--- src/hw/rtl/bats_pkg.sv ---
// types, codes and constants of the bump allocator
package bats_pkg;

   localparam int OFFSET_BITS     = 24;
   localparam int WIDE_BITS       = OFFSET_BITS + 1;
   localparam int TABLE_DEPTH_DEF = 8192;

   // command codes
   localparam logic [1:0] CMD_ALLOC   = 2'd0;
   localparam logic [1:0] CMD_QUERY   = 2'd1;
   localparam logic [1:0] CMD_RESTART = 2'd2;

   // low bits cleared when rounding a size up to a word
   localparam logic [WIDE_BITS-1:0] ALIGN_LOW = WIDE_BITS'(3);

   typedef struct packed {
      logic [1:0]             command;
      logic [OFFSET_BITS-1:0] alloc_size;
      logic [OFFSET_BITS-1:0] query_offset;
   } req_type;

   typedef struct packed {
      logic                 granted;
      logic [WIDE_BITS-1:0] block_offset;
      logic                 table_full;
      logic [WIDE_BITS-1:0] block_size;
      logic [WIDE_BITS-1:0] bytes_used;
   } rsp_type;

   // how a transaction finishes in the datapath
   typedef enum logic [2:0] {
      FIN_HOLD,
      FIN_ALLOC,
      FIN_RESTART,
      FIN_ZERO,
      FIN_LAST,
      FIN_NEXT
   } fin_type;

   // table read address source
   typedef enum logic [1:0] {
      RD_MID,
      RD_LO,
      RD_LO_NEXT
   } rd_sel_type;

   typedef struct packed {
      logic       load_req;
      logic       search_init;
      logic       step;
      logic       rd_en;
      rd_sel_type rd_sel;
      logic       take_base;
      fin_type    fin;
   } ctrl_cmd_type;

   typedef struct packed {
      logic [1:0] command;
      logic       range_open;
      logic       lo_in_range;
      logic       match;
      logic       has_next;
   } dp_status_type;

endpackage

--- src/hw/rtl/bats_ctrl.sv ---
// allocator controller: sequences decode, binary search and result strobe
module bats_ctrl (
   input  logic                     clock,
   input  logic                     reset,
   input  logic                     start,
   input  bats_pkg::dp_status_type  status,
   output logic                     busy,
   output logic                     rsp_strobe,
   output bats_pkg::ctrl_cmd_type   cmd
);
   import bats_pkg::*;

   typedef enum logic [2:0] {
      ST_IDLE,
      ST_DECODE,
      ST_PROBE,
      ST_CMP,
      ST_MATCH,
      ST_NEXT
   } state_type;

   state_type state_ff;
   state_type state_in;
   logic      strobe_ff;
   logic      strobe_in;

   // next state and datapath commands
   always_comb begin
      state_in        = state_ff;
      cmd             = '0;
      cmd.rd_sel      = RD_MID;
      cmd.fin         = FIN_HOLD;
      case (state_ff)
         ST_IDLE: begin
            if (start) begin
               cmd.load_req = 1'b1;
               state_in     = ST_DECODE;
            end
         end
         ST_DECODE: begin
            case (status.command)
               CMD_ALLOC: begin
                  cmd.fin  = FIN_ALLOC;
                  state_in = ST_IDLE;
               end
               CMD_RESTART: begin
                  cmd.fin  = FIN_RESTART;
                  state_in = ST_IDLE;
               end
               CMD_QUERY: begin
                  cmd.search_init = 1'b1;
                  state_in        = ST_PROBE;
               end
               default: begin
                  cmd.fin  = FIN_ZERO;
                  state_in = ST_IDLE;
               end
            endcase
         end
         // read the midpoint, or the lower bound once the range is empty, if below the entry count
         ST_PROBE: begin
            if (status.range_open) begin
               cmd.rd_en  = 1'b1;
               cmd.rd_sel = RD_MID;
               state_in   = ST_CMP;
            end else if (status.lo_in_range) begin
               cmd.rd_en  = 1'b1;
               cmd.rd_sel = RD_LO;
               state_in   = ST_MATCH;
            end else begin
               cmd.fin  = FIN_ZERO;
               state_in = ST_IDLE;
            end
         end
         ST_CMP: begin
            cmd.step = 1'b1;
            state_in = ST_PROBE;
         end
         // first entry not below the offset: check it and fetch its neighbor if it has one
         ST_MATCH: begin
            if (!status.match) begin
               cmd.fin  = FIN_ZERO;
               state_in = ST_IDLE;
            end else if (status.has_next) begin
               cmd.rd_en     = 1'b1;
               cmd.rd_sel    = RD_LO_NEXT;
               cmd.take_base = 1'b1;
               state_in      = ST_NEXT;
            end else begin
               cmd.fin  = FIN_LAST;
               state_in = ST_IDLE;
            end
         end
         ST_NEXT: begin
            cmd.fin  = FIN_NEXT;
            state_in = ST_IDLE;
         end
         default: begin
            state_in = ST_IDLE;
         end
      endcase
      strobe_in = (cmd.fin != FIN_HOLD);
   end

   // state and result strobe
   always_ff @(posedge clock) begin
      if (reset) begin
         state_ff  <= ST_IDLE;
         strobe_ff <= 1'b0;
      end else begin
         state_ff  <= state_in;
         strobe_ff <= strobe_in;
      end
   end

   assign busy       = (state_ff != ST_IDLE);
   assign rsp_strobe = strobe_ff;

endmodule

--- config.mk ---
export PLATFORM = sky130hd
export DESIGN_NAME = bats_ctrl
export DESIGN_NICKNAME = d
export VERILOG_FILES = /design/src/hw/rtl/bats_pkg.sv /design/src/hw/rtl/bats_ctrl.sv
export SDC_FILE = /design/constraint.sdc
export NUM_CORES = 1
export LEC_CHECK = 0
export BUFFER_PORTS_ARGS = -buffer_cell sky130_fd_sc_hd__buf_2
export CAP_MARGIN = 5
export CORE_AREA = 2 2 39 41
export DETAILED_ROUTE_END_ITERATION = 8
export DIE_AREA = 0 0 41 43
export SKIP_LAST_GASP = 1
export SLEW_MARGIN = 40
export SYNTH_ARGS = -nofsm -noshare
export SYNTH_HDL_FRONTEND = slang
export SYNTH_SLANG_ARGS = --single-unit
--- constraint.sdc ---
create_clock -name clock -period 2.2 [get_ports clock]
set_clock_uncertainty 0.1 [all_clocks]
set_input_delay 0.66 -clock clock [delete_from_list [all_inputs] [get_ports clock]]
set_output_delay 0.66 -clock clock [all_outputs]
set_load 0.005 [all_outputs]
==> metrics.cfg, run 1 <==
[final_layout]
final_util_pct=44.8
multi_input_area_um2=250
fillers=159
regArea_um2=82.6
layout-drive-gt1-share_pct=56.6
fin_area_um2=619
area_delta_synth_final_pct=65.0
final_nets=97
diodes=0

[critical_path]
required_ns=1.44
critPathBufInv=3
crit_start=status[0]
crit_family=simple AND/OR/NAND/NOR gates
rr_startpoint=state_ff[1]
worstPathCellList=buf_6 -> inv_2 -> or4_4 -> nand2_1 -> buf_2
cpPeakStageDelay_ns=0.53
end_kind=output pin
worstPathArrival_ns=1.48
start_kind=input port
path_max_fanout=3
critPathKind=in2out
slowest_stage=or4_4

[route]
wl_per_cell_um=10.1
wirelength_um=998
route.antenna.remaining_nets=0
drc=0
dr.pass1.iters=3
drt_iter0_drc=7
vias_per_cell=4.69
vias=464

[clock_tree]
clk_path_buf_depth=2
cts-hold-fix-buffers=0
clkLatencyLatePin_ns=0.23
cts_inserted_buffers=3
cts-root-buf=clkbuf_4
h-tree-depth=1
clk_pin_slew_ns=0.04
cts_tree=done
cts_sinks=4

[power]
powerDensity_mw_per_mm2=382
p_int_uw=176
power.total_uw=236
seq_power_share_pct=34.6
max-vdd-ir-drop_uv=191
swShare_pct=25.7
switching_power_uw=60.7
p_leak_nw=0.348
pwr-share-clk_pct=37.8
p_comb_share_pct=27.6

[logic_synthesis]
yosysWarnings=0
syn_inst=50
ys_seq_area_share_pct=21.3
postSynthAreaPerCell_um2=7.51
synthDistinctLibCells=28
netlist_area_um2=375
ys_ff_latch=4
synth_nets=62

[job]
maxCapViolations=0

[timing]
fmax_mhz=447
final_hold_viol_count=0
maxSlewViolCount=0
tightest_slew_ns=0.292
rsz0062_at_grt=true
finalCritPeriodShare_pct=102
setup_viol=3
setup_slack_ns=-0.0360
max-slew-margin-rel_pct=80.5
min_period_ns=2.24

[floorplan]
die_w_um=41
die_h_um=43
dieArea_mm2=0.00176
pin_count=21
core_mm2=0.00138
start_util_pct=27.1
num_rows=14

[placed_design]
hpwl_um=791
detailed_place.area_um2=536
place_congestion=0.727
port_buffers=20

[grt]
grt-ovfl-total=0
grt_pass1_vias=413
antenna_found_initial=0
grt_pass1_wl_um=1610
grt_use_total_pct=13.2
grt_max_degree=12

[worst_hold_path]
hp-class=reg2reg
min-delay-start=state_ff[0]

[run_status]
violations=setup timing
status=finished with violations

[per-layer routing]
metal,vias to the layer above,GRT usage (%),share of wire (%)
met4,0,4.00,0
met5,-,0,0
met1,208,16.3,45
li1,240,-,-
met2,16,20.6,49
met3,0,4.71,5.7
[cells by family after synthesis]
| family | synth area share, % |
|---|---|
| compound gates | 21.0 |
| fa+ha+maj | 10.0 |
| buf+inv | 16.3 |
| flops | 21.3 |
| simple gates | 31.3 |
[worst paths after layout]
check	end	slack (ns)	cells past startpoint
setup / recovery	cmd[6]	-0.04	5
hold / removal	state_ff[1]	0.46	2
setup reg to reg	rsp_strobe	0.72	6
hold reg to reg	state_ff[1]	0.46	2
[Yosys cell counts (all sizes together)]
master  instances  area (µm²)
inv             7        26.3
o21ai           5        25.0
buf             4        35.0
dfxtp           4        80.1
a21oi           3        15.0
ha              3        37.5
nand2           3        11.3
nor2            3        11.3
nand2b          2        12.5
nor3b           2        15.0
or4             2        18.8
a211oi          1        7.51
a31oi           1        6.26
and2            1        6.26
and3b           1        8.76
nand3           1        5.00
nand3b          1        7.51
nor2b           1        6.26
nor4b           1        8.76
o211ai          1        7.51
o21bai          1        7.51
o32a            1        10.0
or3             1        6.26
[layout make-up]
| class | instances | share of cell area [%] |
|---|---|---|
| Clock buffer | 3 | 3.64 |
| Inverter | 7 | 4.24 |
| Multi-Input combinational cell | 35 | 40.4 |
| Sequential cell | 4 | 13.3 |
| Tap cell | 16 | 3.23 |
| Timing Repair Buffer | 34 | 35.2 |
[timing repair]
item / 4_1_cts / 5_1_grt
gates resized for setup: 9 / 3
pin swaps: 4 / 4
setup endpoints to repair: 5 / 5
cloned: 0 / 0
buffers inserted: 1 / 3
[power groups by stage]
stage | Combinational, mW | Sequential, mW | Clock (mW)
6_report | 0.0652 | 0.0819 | 0.0893
5_1_grt | 0.0727 | 0.0829 | 0.101
4_1_cts | 0.0629 | 0.0812 | 0.0952
3_5_place_dp | 0.0565 | 0.0822 | 0
3_3_place_gp | 0.0546 | 0.0823 | 0
2_1_floorplan | 0.0290 | 0.0791 | 0
[stage by stage]
| stage | std cells | worst slack, ns | hold WS [ns] | TNS [ns] |
|---|---|---|---|---|
| floorplan | 50 | 0.0339 | 0.432 | 0 |
| global placement | 92 | -0.0666 | 0.524 | -0.269 |
| detailed placement | 92 | -0.0800 | 0.509 | -0.306 |
| CTS | 96 | -0.0527 | 0.498 | -0.118 |
| global route | 99 | -0.0684 | 0.492 | -0.234 |
| finish | 99 | -0.0360 | 0.463 | -0.0698 |
[registers in the layout, indices dropped and copies added (netlist names)]
register and cells:
rsp_strobe 1, state_ff 3
[cells in the final DEF (no fill, tap or decap), types with 2 or more instances in the layout]
cell       n
a21oi_1    3
buf_2     18
buf_4     14
buf_6      2
clkbuf_4   3
dfxtp_1    2
dfxtp_2    2
ha_1       2
inv_1      4
inv_2      3
nand2_1    3
nand2b_1   2
nor2_1     3
nor3b_1    2
o21ai_0    2
o21ai_2    2
[tightest hold or removal path, stage by stage, from the launching register on]
cell and delay, ns:
dfxtp_2 0.36, o21ai_0 0.09, a211oi_1 0.07
Note: power is estimated with default switching activity, not from simulation.
==> run 2, diff against run 1 <==
--- a/config.mk
+++ b/config.mk
@@ -8,8 +8,10 @@
 export BUFFER_PORTS_ARGS = -buffer_cell sky130_fd_sc_hd__buf_2
 export CAP_MARGIN = 5
 export CORE_AREA = 2 2 39 41
+export CTS_CLUSTER_SIZE = 40
 export DETAILED_ROUTE_END_ITERATION = 8
 export DIE_AREA = 0 0 41 43
+export SETUP_SLACK_MARGIN = 0.15
 export SKIP_LAST_GASP = 1
 export SLEW_MARGIN = 40
 export SYNTH_ARGS = -nofsm -noshare
==> run 2 against run 1 <==
  * The run still ends with setup timing left
  * First-iteration DRC count decreased by 14%
  * Sequential cell count unchanged
  * Highest routed layer is now met4
  * Die area unchanged
==> metrics.cfg, run 2 (synthesis results as in run 1) <==
[route]
drc=0  ; unchanged
vias=511  ; +10%
drt_iter0_drc=6  ; -1
route.antenna.remaining_nets=0  ; unchanged
dr.pass1.iters=4  ; +1
wirelength_um=1290  ; +29%
vias_per_cell=4.87  ; +3.8%
wl_per_cell_um=12.3  ; +22%

[critical_path]
critPathKind=in2out
crit_family=simple AND/OR/NAND/NOR gates
worstPathArrival_ns=1.48  ; about the same
end_kind=output pin
start_kind=input port
path_max_fanout=4  ; +1
required_ns=1.44  ; about the same
cpPeakStageDelay_ns=0.54  ; about the same
critPathBufInv=4  ; +1
slowest_stage=or4_4
worstPathCellList=buf_8 -> inv_8 -> or4_4 -> inv_2 -> buf_2

[timing]
setup_slack_ns=-0.0409  ; -0.00485 ns
fmax_mhz=446  ; -0.22%
tightest_slew_ns=0.265  ; -0.0273 ns
maxSlewViolCount=0  ; unchanged
rsz0062_at_grt=true
min_period_ns=2.24  ; +0.00485 ns
max-slew-margin-rel_pct=82.3  ; +1.8 points
timing.hold.ws_ns=0.472  ; +0.00893 ns
setup_viol=3  ; unchanged
finalCritPeriodShare_pct=102  ; +0.22 points
final_hold_viol_count=0  ; unchanged

[floorplan]
die_h_um=43  ; unchanged
num_rows=14  ; unchanged
die_w_um=41  ; unchanged
core_mm2=0.00138  ; unchanged
pin_count=21  ; unchanged
dieArea_mm2=0.00176  ; unchanged
start_util_pct=27.1  ; unchanged

[worst_hold_path]
hp-class=reg2reg

[grt]
grt-ovfl-total=0  ; unchanged
grt_max_degree=12  ; unchanged
grt_pass1_wl_um=1850  ; +15%
grt_use_total_pct=15.9  ; +2.7 points
antenna_found_initial=0  ; unchanged
grt_pass1_vias=471  ; +14%

[clock_tree]
cts_inserted_buffers=3  ; unchanged
clk_pin_slew_ns=0.04  ; about the same
cts-root-buf=clkbuf_4
clk_path_buf_depth=2  ; unchanged
cts_tree=done
cts-hold-fix-buffers=0  ; unchanged
clkLatencyLatePin_ns=0.24  ; about the same
h-tree-depth=1  ; unchanged
cts_sinks=4  ; unchanged

[power]
p_leak_nw=0.394  ; +13%
max-vdd-ir-drop_uv=150  ; -22%
powerDensity_mw_per_mm2=342  ; -10%

[final_layout]
fin_area_um2=792  ; +28%
top_register=state_ff
final_cell_mix=buf_4, buf_2, buf_6
layout-drive-gt1-share_pct=74.2  ; +18 points
final_nets=103  ; +6.2%
diodes=0  ; unchanged
final_common_cell=buf_4
fillers=136  ; -14%
area_delta_synth_final_pct=111
largest_reg_flops=3  ; unchanged

[run_status]
status=finished with violations
violations=setup timing

[placed_design]
place_congestion=0.746  ; +2.6%
port_buffers=20  ; unchanged
hpwl_um=743  ; -6.0%
detailed_place.area_um2=536  ; unchanged

[job]
maxCapViolations=0  ; unchanged

==> run 2: cell count changes in the layout (fill, tap and decap cells not counted), moves of 2 or more <==
cell | previous run | this run
ha_1 | 2 | 0
nor3b_4 | 0 | 2
buf_4 | 14 | 17
nor3b_1 | 2 | 0
ha_4 | 0 | 3
buf_6 | 2 | 7
buf_2 | 18 | 15
==> run 2: timing repair <==
action | 4_1_cts | 5_1_grt
setup buffers | 9 | 2
pin swaps | 10 | 8
resized for setup | 25 | 14
endpoints found under the hold margin | 0 | 0
endpoints found under the setup margin | 8 | 9
==> run 2: worst paths after layout <==
check | from | end | slack, ns | cells past startpoint
max | status[1] | cmd[5] | -0.04 | 5
min | state_ff[0] | state_ff[1] | 0.47 | 2
max reg2reg | state_ff[1] | rsp_strobe | 0.20 | 11
min reg2reg | state_ff[0] | state_ff[1] | 0.47 | 2
==> run 2: cell type report <==
type / instances / area (µm²) / area share, %
clock buffers: 3 / 22.5 / 2.84
inverters: 7 / 33.8 / 4.27
multi-input cells: 35 / 333 / 42.0
flip-flops and latches: 4 / 86.3 / 10.9
well taps: 16 / 20.0 / 2.53
repair buffers: 40 / 297 / 37.4
==> run 2: power by group <==
group,internal [mW],total (mW),switching [mW]
logic,0.0587,0.0960,0.0373
clock network,0.0612,0.0934,0.0322
registers,0.0756,0.0815,0.00585
==> run 2: through the flow <==
stage / total power [mW] / std cells / util (%) / TNS, ns / setup WS (ns)
after global routing: 0.287 / 105 / 57.2 / -0.221 / -0.0689
after floorplan: 0.109 / 50 / - / 0 / 0.0776
final: 0.271 / 105 / 57.2 / -0.121 / -0.0409
after detailed placement: 0.139 / 91 / 38.7 / -0.326 / -0.104
after CTS: 0.264 / 103 / 52.3 / -0.0824 / -0.0413
after global placement: 0.139 / 91 / 38.7 / -0.339 / -0.0963
==> run 2: routing by layer <==
layer  wire length [µm]  GRT usage [%]
met1                470           16.9
met4                 19           11.3
met3                 57           2.09
met5                  0              0
met2                741           26.6
==> run 2: worst min-delay path: stages (launching register included) <==
cell and delay [ns]:
dfxtp_2 0.37, o21ai_0 0.10, a211oi_1 0.07
==> run 3, diff against run 2 <==
--- a/config.mk
+++ b/config.mk
@@ -6,11 +6,12 @@
 export NUM_CORES = 1
 export LEC_CHECK = 0
 export BUFFER_PORTS_ARGS = -buffer_cell sky130_fd_sc_hd__buf_2
-export CAP_MARGIN = 5
+export CAP_MARGIN = 25
 export CORE_AREA = 2 2 39 41
 export CTS_CLUSTER_SIZE = 40
 export DETAILED_ROUTE_END_ITERATION = 8
 export DIE_AREA = 0 0 41 43
+export PLACE_DENSITY_LB_ADDON = 0.05
 export SETUP_SLACK_MARGIN = 0.15
 export SKIP_LAST_GASP = 1
 export SLEW_MARGIN = 40
==> constraint.sdc (replaced) <==
create_clock -name clock -period 2.2 [get_ports clock]
set_clock_uncertainty 0.1 [all_clocks]
set_input_delay 0.66 -clock clock [delete_from_list [all_inputs] [get_ports clock]]
set_output_delay 0.66 -clock clock [all_outputs]
set_load 0.02 [all_outputs]
==> run 3 against run 2 <==
  * Worst setup slack worse by 0.013 ns
  * Worst hold slack gained 0.019 ns
  * The run still ends with setup timing left
  * Sequential share of layout area decreased by 1.7 points
  * Critical path depth is the same
  * Maximum frequency down 0.59%
  * First-iteration DRC count up 33%
  * Global-route usage shrank 0.084 points
  * Die area did not move
  * Sequential power down 4.8%
  * Clock power decreased by 2.6%
==> metrics.cfg, run 3 (synthesis results as in run 1) <==
[power]
powerDensity_mw_per_mm2=316  ; -7.7%
p_leak_nw=0.433  ; +9.9%
pwr-share-clk_pct=31.2  ; -3.3 points
max-vdd-ir-drop_uv=179  ; +20%
p_comb_share_pct=42.2  ; +6.7 points
swShare_pct=29.4  ; +1.6 points
switching_power_uw=85.7  ; +14%
p_int_uw=206  ; +5.3%
seq_power_share_pct=26.6  ; -3.5 points

[final_layout]
finalNonFillerCells=107  ; +1.9%
diodes=0  ; unchanged
final_nets=105  ; +1.9%
final_common_cell=buf_6
area_delta_synth_final_pct=146
final_cell_mix=buf_6, buf_4, buf_2
top_register=state_ff
layout-drive-gt1-share_pct=73.6  ; -0.53 points
fin_area_um2=923  ; +17%
largest_reg_flops=3  ; unchanged

[clock_tree]
cts_tree=done
cts_inserted_buffers=3  ; unchanged
clk_pin_slew_ns=0.04  ; about the same
cts-hold-fix-buffers=0  ; unchanged
cts-root-buf=clkbuf_4
clkLatencyLatePin_ns=0.23  ; about the same
clk_path_buf_depth=2  ; unchanged
h-tree-depth=1  ; unchanged
cts_sinks=4  ; unchanged

[route]
route.antenna.remaining_nets=0  ; unchanged
vias=495  ; -3.1%
drc=0  ; unchanged
wirelength_um=1240  ; -4.2%
vias_per_cell=4.63  ; -4.9%
drt_iter0_drc=8  ; +2
wl_per_cell_um=11.5  ; -6.0%
dr.pass1.iters=5  ; +1

[job]
maxCapViolations=0  ; unchanged

[grt]
grt_use_total_pct=15.8  ; -0.084 points
grt_pass1_vias=465  ; -1.3%
grt-ovfl-total=0  ; unchanged
grt_pass1_wl_um=1840  ; -0.76%
grt_max_degree=11  ; -1
antenna_found_initial=0  ; unchanged

[floorplan]
pin_count=21  ; unchanged
dieArea_mm2=0.00176  ; unchanged
die_h_um=43  ; unchanged
core_mm2=0.00138  ; unchanged
start_util_pct=27.1  ; unchanged
die_w_um=41  ; unchanged
num_rows=14  ; unchanged

[placed_design]
port_buffers=20  ; unchanged
hpwl_um=804  ; +8.2%
dp_cells=96  ; +5.5%
place_congestion=0.624  ; -16%
detailed_place.area_um2=579  ; +8.2%

[timing]
setup_viol=3  ; unchanged
tightest_slew_ns=0.224  ; -0.0410 ns
maxSlewViolCount=0  ; unchanged
min_period_ns=2.25  ; +0.0134 ns
finalCritPeriodShare_pct=102  ; +0.61 points
final_hold_viol_count=0  ; unchanged
timing.hold.ws_ns=0.491  ; +0.0189 ns
setup_slack_ns=-0.0542  ; -0.0134 ns
max-slew-margin-rel_pct=85.0  ; +2.7 points
fmax_mhz=444  ; -0.59%
rsz0062_at_grt=true

[critical_path]
start_kind=input port
worstPathArrival_ns=1.49  ; about the same
path_max_fanout=3  ; -1
critPathKind=in2out
end_kind=output pin
required_ns=1.44  ; about the same

[run_status]
status=finished with violations
violations=setup timing

[worst_hold_path]
hp-class=reg2reg

## run 3: routing by layer
metal	part of all wire (%)	up-vias	track usage [%]
li1	-	255	-
met1	42	219	18.9
met5	0	-	0
met2	53	21	25.3
met4	0	0	8.00
met3	4.9	0	3.14
## run 3: area by class of cell
class | count | area [µm²]
Inverter | 7 | 41.3
Clock buffer | 3 | 22.5
Tap cell | 16 | 20.0
Multi-Input combinational cell | 35 | 339
Sequential cell | 4 | 85.1
Timing Repair Buffer | 42 | 415
Fill cell | 110 | 460
## run 3: power groups by stage
| stage | Combinational, mW | Clock, mW | Sequential [mW] |
|---|---|---|---|
| after global routing | 0.132 | 0.102 | 0.0778 |
| after CTS | 0.107 | 0.0952 | 0.0787 |
| after global placement | 0.0766 | 0 | 0.0795 |
| after floorplan | 0.0395 | 0 | 0.0806 |
| after detailed placement | 0.0762 | 0 | 0.0794 |
| final | 0.123 | 0.0910 | 0.0776 |
## run 3: stage by stage
step	setup WS, ns	total power [mW]	setup TNS (ns)	util [%]
floorplan	0.00812	0.120	0	-
global placement	-0.155	0.156	-0.577	41.9
detailed placement	-0.157	0.156	-0.557	41.9
CTS	-0.0562	0.280	-0.168	60.1
global route	-0.0789	0.312	-0.223	66.7
finish	-0.0542	0.292	-0.160	66.7
## run 3: path summary, 6_finish.rpt
path | from | end | slack [ns] | cells after the start
worst max register to register | state_ff[2] | rsp_strobe | 0.25 | 11
worst min-delay path | state_ff[2] | state_ff[1] | 0.49 | 2
worst max-delay path | status[0] | cmd[6] | -0.05 | 5
worst min register to register | state_ff[2] | state_ff[1] | 0.49 | 2
## run 3: timing repair
action | 4_1_cts | 5_1_grt
setup buffers | 6 | 2
hold endpoints to repair | 0 | 0
endpoints found under the setup margin | 8 | 10
resized for setup | 47 | 22
pin swaps | 8 | 3
## run 3: worst max-delay path: stages
cell,delay [ns]
buf_8,0.08
inv_4,0.03
or4_4,0.54
nand2_2,0.08
buf_6,0.11
